### config.mk
export PLATFORM = sky130hd
export DESIGN_NAME = motor_feedback_tracker
export DESIGN_NICKNAME = d
export VERILOG_FILES = /design/src/rtl/core/mft_pkg.sv /design/src/rtl/core/mft_update.sv /design/src/rtl/core/motor_feedback_tracker.sv
export SDC_FILE = /design/constraint.sdc
export NUM_CORES = 1
export LEC_CHECK = 0
export BUFFER_PORTS_ARGS = -buffer_cell sky130_fd_sc_hd__buf_2
export CORE_MARGIN = 5
export CORE_UTILIZATION = 40
export DETAILED_ROUTE_END_ITERATION = 8
export PLACE_DENSITY = 0.56
export SETUP_SLACK_MARGIN = 0.3
export SLEW_MARGIN = 40
export SYNTH_ARGS = -nofsm -noshare
export SYNTH_HDL_FRONTEND = slang
export SYNTH_SLANG_ARGS = --single-unit
### constraint.sdc
create_clock -name clk -period 20.2 [get_ports clk]
set_input_delay 1.01 -clock clk [delete_from_list [all_inputs] [get_ports clk]]
set_output_delay 1.01 -clock clk [all_outputs]
set_load 0.01 [all_outputs]
### src/rtl/core/mft_pkg.sv
// Package for the motor feedback tracker: shared types and constants.
`timescale 1ns / 1ps

package mft_pkg;

	// Motor status codes as reported on the result channel.
	typedef enum logic [1:0] {
		ST_OFFLINE = 2'd0,
		ST_STOP    = 2'd1,
		ST_RUN     = 2'd2
	} mft_status_t;

	// Request kinds on the input channel.
	localparam logic REQ_FRAME = 1'b0;
	localparam logic REQ_TICK  = 1'b1;

	// Configuration register indexes.
	localparam int unsigned CFG_IDX_W = 2;
	localparam logic [CFG_IDX_W-1:0] CFG_TRACK   = 2'd0;
	localparam logic [CFG_IDX_W-1:0] CFG_ENC     = 2'd1;
	localparam logic [CFG_IDX_W-1:0] CFG_TIMEOUT = 2'd2;
	localparam logic [CFG_IDX_W-1:0] CFG_STALL   = 2'd3;
	localparam int unsigned CFG_DATA_W = 17;

	// Reset values of the configuration registers.
	localparam logic [16:0] ENC_RESET     = 17'd8192;
	localparam logic [15:0] TIMEOUT_RESET = 16'd50;
	localparam logic [14:0] STALL_RESET   = 15'd50;

	typedef struct packed {
		logic        track_position;
		logic [16:0] encoder_counts;
		logic [15:0] offline_timeout_ms;
		logic [14:0] stall_speed;
	} mft_cfg_t;

	typedef struct packed {
		logic               req_type;
		logic signed [15:0] angle_word;
		logic signed [15:0] speed_word;
		logic signed [15:0] current_word;
		logic signed [7:0]  temp_byte;
		logic [31:0]        time_ms;
	} mft_item_t;

	typedef struct packed {
		logic [31:0]        last_frame_time;
		logic signed [15:0] angle;
		logic signed [15:0] speed;
		logic signed [15:0] current;
		logic signed [7:0]  temp;
		logic [31:0]        position;
		logic signed [15:0] prev_angle;
		mft_status_t        status;
	} mft_state_t;

endpackage

### src/rtl/core/mft_update.sv
// Next-state logic of the tracker for one frame or tick word.
`timescale 1ns / 1ps

module mft_update (
	input  mft_pkg::mft_cfg_t   cfg,
	input  mft_pkg::mft_item_t  item,
	input  mft_pkg::mft_state_t cur,
	output mft_pkg::mft_state_t nxt
);
	import mft_pkg::*;

	logic               frame_take;
	logic signed [16:0] step;
	logic [16:0]        step_mag;
	logic [15:0]        half_counts;
	logic signed [18:0] step_ext;
	logic signed [18:0] enc_ext;
	logic signed [18:0] step_fix;
	logic [31:0]        elapsed;
	logic [16:0]        speed_abs;
	logic signed [16:0] speed_wide;

	// Angle step since the previous sample, folded back by one revolution
	// when it is larger than half a revolution.
	assign step        = 17'(signed'({item.angle_word[15], item.angle_word}))
		- 17'(signed'({cur.prev_angle[15], cur.prev_angle}));
	assign step_mag    = step[16] ? 17'(-step) : 17'(step);
	assign half_counts = cfg.encoder_counts[16:1];
	assign step_ext    = {{2{step[16]}}, step};
	assign enc_ext     = signed'({2'b00, cfg.encoder_counts});
	always_comb begin
		if (step_mag > {1'b0, half_counts}) begin
			step_fix = step[16] ? (step_ext + enc_ext) : (step_ext - enc_ext);
		end else begin
			step_fix = step_ext;
		end
	end

	// Tick side: elapsed time since the last frame and absolute speed.
	assign elapsed    = item.time_ms - cur.last_frame_time;
	assign speed_wide = {cur.speed[15], cur.speed};
	assign speed_abs  = speed_wide[16] ? 17'(-speed_wide) : 17'(speed_wide);

	assign frame_take = (item.time_ms >= cur.last_frame_time);

	// Combine into the state after this word.
	always_comb begin
		nxt = cur;
		if (item.req_type == REQ_FRAME) begin
			if (frame_take) begin
				nxt.angle           = item.angle_word;
				nxt.speed           = item.speed_word;
				nxt.current         = item.current_word;
				nxt.temp            = item.temp_byte;
				nxt.last_frame_time = item.time_ms;
				if (cur.status == ST_OFFLINE || !cfg.track_position) begin
					nxt.position = '0;
				end else if (cur.position == '0 && cur.prev_angle == '0) begin
					nxt.prev_angle = item.angle_word;
					nxt.position   = '0;
				end else begin
					nxt.prev_angle = item.angle_word;
					nxt.position   = cur.position + {{13{step_fix[18]}}, step_fix};
				end
			end
		end else begin
			if (elapsed > {16'd0, cfg.offline_timeout_ms}) begin
				nxt.status = ST_OFFLINE;
			end else if (speed_abs < {2'b00, cfg.stall_speed}) begin
				nxt.status = ST_STOP;
			end else begin
				nxt.status = ST_RUN;
			end
		end
	end

endmodule

### src/rtl/core/motor_feedback_tracker.sv
// Top level of the motor feedback tracker.
//
// Input words arrive on in_valid/in_stall: req_type selects a feedback frame
// (angle, speed, current, temperature and timestamp) or a heartbeat tick
// (current time only). Each accepted word produces exactly one result word on
// out_valid/out_stall carrying the motor status, the latest accepted frame
// fields and the multi-turn position.
// A word is captured in an input register, then combinational logic updates the
// tracker state, which also serves as the result register. Throughput is one
// word per cycle unless the receiver stalls; the result then holds, the input
// register still takes one more word, and in_stall rises only once that
// register is also full. Configuration is written through
// cfg_wr_en/cfg_index/cfg_data while no word is in flight; the user must
// ensure this, it is not enforced. Reset clears all state, sets the status to
// offline and loads the defaults (tracking on, 8192 counts, 50 ms, speed 50).
`timescale 1ns / 1ps

module motor_feedback_tracker (
	input  logic                          clk,
	input  logic                          arst_n,
	input  logic                          cfg_wr_en,
	input  logic [mft_pkg::CFG_IDX_W-1:0] cfg_index,
	input  logic [mft_pkg::CFG_DATA_W-1:0] cfg_data,
	input  logic                          in_valid,
	output logic                          in_stall,
	input  logic                          req_type,
	input  logic signed [15:0]            angle_word,
	input  logic signed [15:0]            speed_word,
	input  logic signed [15:0]            current_word,
	input  logic signed [7:0]             temp_byte,
	input  logic [31:0]                   time_ms,
	output logic                          out_valid,
	input  logic                          out_stall,
	output logic [1:0]                    motor_status,
	output logic signed [15:0]            angle_out,
	output logic signed [15:0]            speed_out,
	output logic signed [15:0]            current_out,
	output logic signed [7:0]             temp_out,
	output logic signed [31:0]            position_out
);
	import mft_pkg::*;

	mft_cfg_t   cfg_q;
	mft_item_t  item_s1;
	logic       valid_s1;
	mft_state_t state_q;
	mft_state_t state_nxt;
	logic       out_valid_q;
	logic       adv_s1;

	// Configuration registers.
	always_ff @(posedge clk or negedge arst_n) begin
		if (!arst_n) begin
			cfg_q.track_position     <= 1'b1;
			cfg_q.encoder_counts     <= ENC_RESET;
			cfg_q.offline_timeout_ms <= TIMEOUT_RESET;
			cfg_q.stall_speed        <= STALL_RESET;
		end else if (cfg_wr_en) begin
			case (cfg_index)
				CFG_TRACK:   cfg_q.track_position     <= cfg_data[0];
				CFG_ENC:     cfg_q.encoder_counts     <= cfg_data[16:0];
				CFG_TIMEOUT: cfg_q.offline_timeout_ms <= cfg_data[15:0];
				CFG_STALL:   cfg_q.stall_speed        <= cfg_data[14:0];
				default:     cfg_q <= cfg_q;
			endcase
		end
	end

	// The input stage moves on whenever the result register is free or drained.
	assign adv_s1   = valid_s1 && (!out_valid_q || !out_stall);
	assign in_stall = valid_s1 && !adv_s1;

	// Input register.
	always_ff @(posedge clk or negedge arst_n) begin
		if (!arst_n) begin
			valid_s1 <= 1'b0;
		end else if (in_valid && !in_stall) begin
			valid_s1 <= 1'b1;
		end else if (adv_s1) begin
			valid_s1 <= 1'b0;
		end
	end

	always_ff @(posedge clk) begin
		if (in_valid && !in_stall) begin
			item_s1.req_type     <= req_type;
			item_s1.angle_word   <= angle_word;
			item_s1.speed_word   <= speed_word;
			item_s1.current_word <= current_word;
			item_s1.temp_byte    <= temp_byte;
			item_s1.time_ms      <= time_ms;
		end
	end

	mft_update u_update (
		.cfg (cfg_q),
		.item(item_s1),
		.cur (state_q),
		.nxt (state_nxt)
	);

	// Tracker state, which doubles as the result register.
	always_ff @(posedge clk or negedge arst_n) begin
		if (!arst_n) begin
			state_q.last_frame_time <= '0;
			state_q.angle           <= '0;
			state_q.speed           <= '0;
			state_q.current         <= '0;
			state_q.temp            <= '0;
			state_q.position        <= '0;
			state_q.prev_angle      <= '0;
			state_q.status          <= ST_OFFLINE;
			out_valid_q             <= 1'b0;
		end else begin
			if (adv_s1) begin
				state_q     <= state_nxt;
				out_valid_q <= 1'b1;
			end else if (!out_stall) begin
				out_valid_q <= 1'b0;
			end
		end
	end

	// Result word.
	assign out_valid    = out_valid_q;
	assign motor_status = state_q.status;
	assign angle_out    = state_q.angle;
	assign speed_out    = state_q.speed;
	assign current_out  = state_q.current;
	assign temp_out     = state_q.temp;
	assign position_out = signed'(state_q.position);

endmodule
* Yosys cells after proc, flatten, opt, wreduce, memory -nomap -nowiden *
Cells that the tools add are included.

word-level totals
  flip-flop bits (word level) = 278
  input bits = 113
  output and inout port bits = 92

cells by class
  $add $sub $neg = 7
  order comparisons = 4
  equality and inequality tests = 4
  multiplexer cells = 12
  bitwise operators = 2
  reductions and logical operators = 23

operators by type and width
  kind                                             number
  48-bit 2-to-1 mux                                1
  19-bit 2-to-1 mux                                2
  17-bit 2-to-1 mux                                2
  32-bit adder                                     1
  32-bit greater-or-equal comparator               1
  32-bit by 16-bit > comparator with 1-bit output  1
  32-bit zero test                                 1
  32-bit 2-to-1 mux                                1
  32-bit subtractor                                1
  17-bit by 18-bit adder with 19-bit output        1
  17-bit by 18-bit subtractor with 19-bit output   1
  17-bit by 16-bit > comparator with 1-bit output  1
  17-bit by 15-bit < comparator with 1-bit output  1
  16-bit negator with 17-bit output                1
  17-bit negator                                   1
  16-bit by 16-bit subtractor with 17-bit output   1
  16-bit zero test                                 1
  2-bit AND reduction                              5
  1-bit zero test                                  5
  2-bit equality test, second input constant       2
  1-bit logical AND                                4
  2-bit zero test                                  2
  1-bit 2-to-1 mux                                 4
  2-bit 2-to-1 mux                                 2
  7 further kinds                                  9

* Depth between registers and ports, before layout *
Gate-level depths: netlist (run 1).

  depth after elaboration = 8
  depth in mapped cells = 36
  depth with buffers taken out = 35

* By module *
From an unflattened synthesis (run 1), not the netlist that was laid out.

second synthesis, totals
  cell total of the unflattened synthesis = 1,809
  area total of the unflattened synthesis = 19,432.4 µm²

by module, submodules not included
  module                  instances  cells an instance  area an instance (µm²)
  motor_feedback_tracker  1          583                10,521.3
  mft_update              1          1,226              8,911.0

* Least setup slack after synthesis (run 1) *
No wires, ideal clock.

  path kind = register to register
  start = register state_q[2] (netlist bit)
  end = register state_q, in the netlist position_out[24]
  library setup time = 122 ps
  arrival = 7,234 ps
  required time = 20,078 ps
  setup slack = 12,844 ps
  cell stages (with the launch flop) = 35
  path buffers = 2
  period minus slack after synthesis = 7,356 ps
  path through = dfrtp_1 ha_1 fa_1 nand2b_1 a21oi_1 o211a_1 o211ai_1 a31oi_1 clkbuf_1 nor2_1 xnor2_1 ha_1 o21ai_0 a21oi_1 o31ai_1 a21o_1 a31oi_1 o31ai_1 o41ai_4 buf_2 nand2_1 o21ai_0 ha_1 fa_1 nand3_1 nand2_1 a31oi_1 o21ai_1 a311oi_1 o21ai_1 a41o_1 o31a_1 o21a_1 or3_1 a32o_1

between the ends
  longest elaborated chain between the ends = 8
  elaborated cells between the ends (all ways) = 13

RTL lines
  element                                          RTL line                       source
  start: declaration                               motor_feedback_tracker.sv:46   mft_state_t state_q;
  start signal: assignment                         motor_feedback_tracker.sv:116  state_q <= state_nxt;
  16-bit by 16-bit subtractor with 17-bit output   mft_update.sv:26               - 17'(signed'({cur.prev_angle[15], cur.prev_angle}));
  17-bit negator                                   mft_update.sv:27               assign step_mag = step[16] ? 17'(-step) : 17'(step);
  17-bit 2-to-1 mux                                mft_update.sv:27
  17-bit by 16-bit > comparator with 1-bit output  mft_update.sv:32               if (step_mag > {1'b0, half_counts}) begin
  19-bit 2-to-1 mux                                mft_update.sv:32
  32-bit adder                                     mft_update.sv:63               nxt.position = cur.position + {{13{step_fix[18]}}, step_fix};
  48-bit 2-to-1 mux (*)                            mft_update.sv:58               end else if (cur.position == '0 && cur.prev_angle == '0) begin
  32-bit 2-to-1 mux (*)                            mft_update.sv:56               if (cur.status == ST_OFFLINE || !cfg.track_position) begin

Mark *: on every way between the ends. The rest lies on a longest branch, timed or not.
A chain may end at the register's enable or synchronous reset.

* Worst setup path in the final report (run 1) *
Ends and elaborated chain as after synthesis.

==> key figures, run 1 <==
Cells and area
  – Fill cell count: 4,270
  – Layout cells sized above 1: 0.1821
  – Area grow syn2layout: 12.20%
  – Nets@finish: 2,203
  – Final Cell Area: about 0.02 sq mm

Floorplan
  – Core footprint: 0.04393 sq mm
  – Die X: approximately 220 um
  – Die height: ~220 um
  – IO Pins: a little over 200
  – Floorplan row count: 77
  – Die area: around 0.048 sq mm
  – Initial Util: 0.4019

Synth
  – Synth unique cells: 70
  – Synth area leader: dfrtp_1
  – Area contributors post-synth: dfrtp_1, edfxtp_1, ha_1, nand2_1, mux2_2
  – Top cells by count, synth: nand2_1, dfrtp_1, ha_1
  – Post-Syn Nets: approximately 2,100
  – Synth Cell Area: ~0.018 sq mm
  – Async SR Flop Fraction: 0.6799
  – Synth top area share: 0.2566
  – Top-count cell post-synth: nand2_1
  – Avg Synthesized Cell Area: between 9 and 10 sq um
  – Number of synthesized flops with an enable pin: 89
  – Primary FF master, synth: dfrtp_1
  – #FFs+latches synth: 278
  – Number of warnings issued by yosys: 0
  – Synth Instances: approximately 1,800
  – Register area share after synthesis: 0.4198

Setup path
  – Critical path endpoint: position_out[24]
  – CP startpoint: state_q[2]
  – Crit path largest cell delay: 0.58 ns
  – R2R setup slack: between 10 and 15 ns
  – Worst setup SP type: flop
  – Worst EP required: 20.65 ns
  – Worst Path Buf+Inv: 1
  – FF-to-FF path depth: 32
  – Data arrival, critical path: between 8 and 9 ns
  – Crit path max fanout: 32
  – Top delay family on crit path: compound AO/OA/AOI/OAI gates
  – Worst reg2reg path startpoint: state_q[2]
  – Stages on the worst setup path: 32
  – Reg2Reg Capture Point: position_out[24]
  – CP Capture Type: flop
  – CP max-delay cell: a311oi_1
  – Category of the critical setup timing path: reg2reg

Power
  – Power Dens Cells: ~85 mW/mm^2
  – Pleak: around 9.6 nW
  – Clock power frac: 0.352
  – Logic pwr share: 0.267
  – Switching share of power: 0.3020
  – Max VDD drop: between 0.06 and 0.07 mV
  – P_sw: ~0.51 mW
  – Int Pwr: around 1.2 mW
  – Part of the power in registers: 0.381

Placement
  – Hpwl dp: about 33,000 um
  – Port bufs: 204
  – DP Area: roughly 0.019 sq mm
  – Global placement routability congestion: 0.9338

Global route
  – Initial antenna violation count: 2
  – Number of global-route vias before repair: around 13,000
  – First-pass GRT wire length: around 70,000 um
  – Overflow after GRT: 0
  – Largest net degree at the start of global routing: 91
  – Total Routing Usage GR: 0.1800

CTS
  – Clk_lat worst skew: 0.57 ns
  – Clock Path Buffers: 3
  – TritonCTS Buffers: 31
  – CTS sink cnt: between 200 and 300
  – CTS Hold Buffers Added: 0
  – Root buffer cell: clkbuf_16
  – H-Tree Depth: 1
  – Cts repair resizes: 0
  – Clk pin slew, worst setup/hold paths: 0.06 ns
  – Setup Fix Bufs, Post-CTS: 0
  – CTS tree: built

Min path
  – Worst Hold Class: in2async

Timing
  – Slew of the pin with the lowest slew margin: 0.8624 ns
  – Clk_skew: ~0.0087 ns
  – Period utilisation layout: 0.4147
  – Max-slew headroom: 0.4198
  – RSZ-0062 raised after global routing: no
  – Final hold violation count: 0
  – Max Freq: between 100 and 150 MHz
  – Final TNS setup: 0 ns
  – # setup viols final: 0
  – Minimum clock period: ~8.4 ns
  – Max Slew Vio Count: 0

Detailed routing
  – DRT Pass-1 Iters: 4
  – Vias/cell: 5.178
  – Drc violations: 0
  – Routed WL: 43,850 um
  – Detail Route Antenna Nets: 0
  – DR WL/cell: ~17 um
  – DRT iter0 DRCs: roughly 670
  – DR vias: between 10,000 and 15,000

Run
  – Max-Cap Viols: 0

Run status
  – Status: complete, no violations
==> how the worst min path moves through the flow <==
stage / from / to / slack [ns]
2_1_floorplan: item_s1[40] / current_out[0] / 0.41
3_3_place_gp: item_s1[41] / current_out[1] / 0.42
3_5_place_dp: item_s1[64] / speed_out[8] / 0.42
4_1_cts: arst_n / angle_out[6] / 0.39
5_1_grt: arst_n / angle_out[6] / 0.42
6_report: arst_n / angle_out[6] / 0.39
==> routing by layer <==
metal | vias up | wire (um) | GRT usage
li1 | 6608 | - | -
met1 | 6277 | 19760 | 0.2361
met2 | 276 | 20760 | 0.3070
met3 | 64 | 2212 | 0.03119
met4 | 0 | 1123 | 0.05097
met5 | - | 0 | 0
==> registers in the layout (all words and copies together), names as in the netlist <==
| signal | cells |
|---|---|
| state_q | 48 |
| cfg_q | 49 |
| out_valid | 1 |
| temp_out | 8 |
| speed_out | 16 |
| current_out | 16 |
| item_s1 | 89 |
| angle_out | 16 |
| position_out | 32 |
| motor_status | 2 |
| valid_s1 | 1 |
==> layout make-up <==
class | instances | area [sq um] | area share
sequential | 278 | 7412 | 0.3742
antenna | 2 | 5.005 | 0.0002527
tap | 592 | 740.7 | 0.03739
clock buffer | 47 | 927.1 | 0.04680
clock inverter | 11 | 157.7 | 0.007959
timing repair buffer | 216 | 1140 | 0.05754
multi-input combinational | 1279 | 8942 | 0.4514
inverter | 129 | 484.2 | 0.02444
==> layout by cell type (no fill, tap or decap), drive strengths merged, types with 8 or more instances in the layout <==
cell type / count
o31ai: 15
mux2: 67
a21oi: 87
dfstp: 8
dfrtp: 181
buf: 215
nor2: 69
clkbuf: 48
nand2: 272
nor2b: 18
xor2: 34
o211ai: 9
edfxtp: 89
nand3: 27
nand4: 24
o21a: 23
a21o: 44
a31oi: 11
nand2b: 22
ha: 151
a22o: 29
o21bai: 10
xnor2: 78
o21ai: 123
inv: 130
nor4: 20
a211oi: 13
nor3: 19
==> power by group through the flow <==
| stage | sequential [mW] | clock, mW | combinational [mW] |
|---|---|---|---|
| 2_1_floorplan | 0.642 | 0 | 0.338 |
| 3_3_place_gp | 0.650 | 0 | 0.440 |
| 3_5_place_dp | 0.651 | 0 | 0.447 |
| 4_1_cts | 0.640 | 0.611 | 0.451 |
| 5_1_grt | 0.644 | 0.633 | 0.509 |
| 6_report | 0.640 | 0.592 | 0.449 |
==> cell families (layout without fill, tap and decap cells) <==
kind of cell | after synthesis | in the layout | synth area share
AO/OA/AOI/OAI | 425 | 425 | 0.1578
XOR/XNOR | 112 | 112 | 0.05556
adder cells (fa/ha/maj) | 155 | 155 | 0.1116
buffers and inverters | 264 | 403 | 0.07576
flip-flops | 278 | 278 | 0.4198
multiplexers | 73 | 73 | 0.04614
other | 0 | 2 | 0
AND/OR/NAND/NOR | 514 | 514 | 0.1333
==> per-stage QoR <==
step	utilization	hold WS, ns	power, mW	cells	worst slack (ns)
after floorplan	-	0.4146	0.9807	1821	12.84
after detailed placement	0.4258	0.4237	1.098	2493	11.86
after global placement	0.4248	0.4166	1.090	2491	11.98
after CTS	0.4505	0.3896	1.703	2551	11.80
after global routing	0.4508	0.4163	1.786	2553	11.11
final	0.4509	0.3921	1.682	2554	11.82
No activity file was read; power rests on OpenSTA's default activity.
==> inputs of run 2 (changes only) <==
--- a/config.mk
+++ b/config.mk
@@ -9,7 +9,7 @@
 export CORE_MARGIN = 5
 export CORE_UTILIZATION = 40
 export DETAILED_ROUTE_END_ITERATION = 8
-export PLACE_DENSITY = 0.56
+export PLACE_DENSITY = 0.58
 export SETUP_SLACK_MARGIN = 0.3
 export SLEW_MARGIN = 40
 export SYNTH_ARGS = -nofsm -noshare
==> constraint.sdc (replaced) <==
create_clock -name clk -period 7.1 [get_ports clk]
set_input_delay 0.355 -clock clk [delete_from_list [all_inputs] [get_ports clk]]
set_output_delay 0.355 -clock clk [all_outputs]
set_load 0.01 [all_outputs]
==> run 2 against run 1 <==
Effect of this change:
- flip-flop and latch count unchanged
- non-clock buffer count rose by 224
- register-to-register slack got worse by 12 ns
- critical path depth decreased by 4
- core utilization rose by 6.1 points
- final cell count rose by 8.8%
- setup slack worse by 12 ns
- worst hold slack lost 0.35 ns
- largest power group is now combinational cells
- sequential power rose to 2.8 times the previous value
- global-route usage up 1.3 points
- critical path type unchanged
- combinational power grew to 4.1 times the previous value
==> key figures, run 2 (synthesis gave the netlist of run 1 again) <==
Power
  – Pleak: 10.73 nW (+12%)
  – Total power: 5.281 mW (+210%)
  – Max VDD drop: 0.1889 mV (+190%)
  – Power Dens Cells: 234.8 mW/mm^2 (+180%)

Setup path
  – Worst setup SP type: flop
  – Crit path max fanout: 7 (-78%)
  – Reg2Reg Capture Point: position_out[24]
  – CP Capture Type: flop
  – CP max-delay cell: ha_1
  – Worst EP required: 7.57 ns (-13.08 ns)
  – Critical path endpoint: position_out[24]
  – R2R setup slack: 0.29 ns (-11.54 ns)
  – Category of the critical setup timing path: reg2reg
  – CP startpoint: item_s1[80]
  – FF-to-FF path depth: 28 (-13%)
  – Worst reg2reg path startpoint: item_s1[80]
  – Data arrival, critical path: 7.29 ns (-1.54 ns)
  – Crit path largest cell delay: 0.44 ns (-0.14 ns)

Placement
  – Global placement routability congestion: 0.8841 (-5.3%)
  – Port bufs: 204 (unchanged)
  – Hpwl dp: 34,590 um (+4.0%)
  – DP Area: 0.01933 sq mm (+3.3%)
  – Cells after DPL: 2,568 (+3.0%)

Timing
  – Slew of the pin with the lowest slew margin: 0.9295 ns (+0.06708 ns)
  – Period utilisation layout: 0.9598 (+0.5451)
  – Worst Hold Slack: 0.04460 ns (-0.3475 ns)
  – Minimum clock period: 6.814 ns (-1.562 ns)
  – # setup viols final: 0 (unchanged)
  – Final hold violation count: 0 (unchanged)
  – Clk_skew: 0.01543 ns (+0.006717 ns)
  – Max-slew headroom: 0.3746 (-0.04513)
  – Max Freq: 146.8 MHz (+23%)
  – Max Slew Vio Count: 0 (unchanged)
  – RSZ-0062 raised after global routing: yes

Cells and area
  – Commonest non-fill, non-tap cell in the layout: nand2_1
  – Biggest register: item_s1
  – Max FFs per register: 89 (unchanged)
  – Top flop regs: item_s1 (89), cfg_q (49), state_q (48)
  – Nets@finish: 2,428 (+10%)
  – Final Cell Area: 0.02249 sq mm (+14%)
  – Commonest cells after routing, fill and taps aside: nand2_1, buf_2, dfrtp_1
  – Layout cells sized above 1: 0.2700 (+0.08788)
  – Area grow syn2layout: 27.40%
  – Final std cells w/o fill: 2,779 (+8.8%)
  – Final core utilization: 0.5120 (+0.06106)

Global route
  – Overflow after GRT: 0 (unchanged)
  – Largest net degree at the start of global routing: 91 (unchanged)
  – Total Routing Usage GR: 0.1929 (+0.01295)
  – Initial antenna violation count: 2 (unchanged)
  – First-pass GRT wire length: 75,720 um (+6.7%)
  – Number of global-route vias before repair: 14,270 (+6.7%)

Run
  – Max-Cap Viols: 0 (unchanged)

Detailed routing
  – Routed WL: 47,810 um (+9.0%)
  – DR WL/cell: 17.20 um (+0.20%)
  – DR vias: 14,260 (+7.8%)
  – Detail Route Antenna Nets: 0 (unchanged)
  – DRT iter0 DRCs: 682 (+2.2%)
  – Drc violations: 0 (unchanged)
  – Vias/cell: 5.131 (-0.90%)
  – DRT Pass-1 Iters: 5 (+1)

Min path
  – Hold path startpoint: cfg_data[15]
  – Worst Hold Class: in2reg

CTS
  – Root buffer cell: clkbuf_16
  – Clock Path Buffers: 3 (unchanged)
  – TritonCTS Buffers: 31 (unchanged)
  – Clk_lat worst skew: 0.59 ns (+0.02 ns)
  – Clk pin slew, worst setup/hold paths: 0.06 ns (about the same)
  – H-Tree Depth: 1 (unchanged)
  – CTS sink cnt: 278 (unchanged)
  – CTS tree: built

Run status
  – Status: complete, no violations

Floorplan
  – Core footprint: 0.04393 sq mm (unchanged)
  – Initial Util: 0.4019 (unchanged)
  – Die height: 220.1 um (unchanged)
  – Floorplan row count: 77 (unchanged)
  – Die X: 220.1 um (unchanged)
  – IO Pins: 205 (unchanged)
  – Die area: 0.04844 sq mm (unchanged)
-- run 2: changes by cell type in the layout (fill, tap and decap cells not counted), sizes merged --
cell / delta
buf: +131
dlygate4sd3: +91
bufinv: -3
clkinvlp: +3
clkbuf: +2
a31o: +1
clkinv: -1
inv: +1
-- run 2: cell type report --
type | count | area [sq um]
Fill cell | 4116 | 21440
Multi-Input combinational cell | 1280 | 9618
Sequential cell | 278 | 7412
Timing Repair Buffer | 440 | 3193
Clock buffer | 47 | 938.4
Tap cell | 592 | 740.7
Inverter | 129 | 484.2
Clock inverter | 11 | 100.1
Antenna cell | 2 | 5.005
-- run 2: metal layers --
metal | global-route usage | vias up | wire (um)
li1 | - | 7063 | -
met1 | 0.2556 | 6849 | 21060
met2 | 0.3332 | 281 | 23490
met3 | 0.03228 | 67 | 2290
met4 | 0.04202 | 0 | 968
met5 | 0 | - | 0
-- run 2: per-stage QoR --
step                      setup TNS (ns)  setup slack (ns)
after global routing            -0.04890          -0.04890
after global placement          -0.01143          -0.01143
final                                  0            0.2857
after CTS                              0            0.2518
after floorplan                        0            0.3299
after detailed placement         -0.2185          -0.09628
-- run 2: how the worst min path moves through the flow --
stage | end | slack (ns) | cells past startpoint
2_1_floorplan | angle_out[0] | 0.06 | 0
3_3_place_gp | angle_out[6] | 0.37 | 1
3_5_place_dp | angle_out[6] | 0.37 | 1
4_1_cts | cfg_q[46] | 0.0002 | 2
5_1_grt | cfg_q[30] | 0.02 | 2
6_report | cfg_q[46] | 0.04 | 2
-- run 2: critical path: cells and delay by family (launching register included) --
family,cells,cell delay (ns)
mux,1,0.32
compound gates,15,3.33
flops,1,0.43
fa+ha+maj,3,0.96
simple gates,5,0.90
buf+inv,3,0.52
xor+xnor,1,0.23
-- run 2: where the power goes --
part	switching [mW]	internal [mW]
clock network	0.670	0.948
logic	0.929	0.913
registers	0.0636	1.76
total	1.66	3.62
-- run 2: what timing repair did --
action                                  CTS  global route
resized for setup                        41           111
hold endpoints to repair                148             0
hold buffers                             91             0
gates cloned                              1             3
endpoints found under the setup margin   12            18
setup buffers                            23            32
pin swaps                                22            58
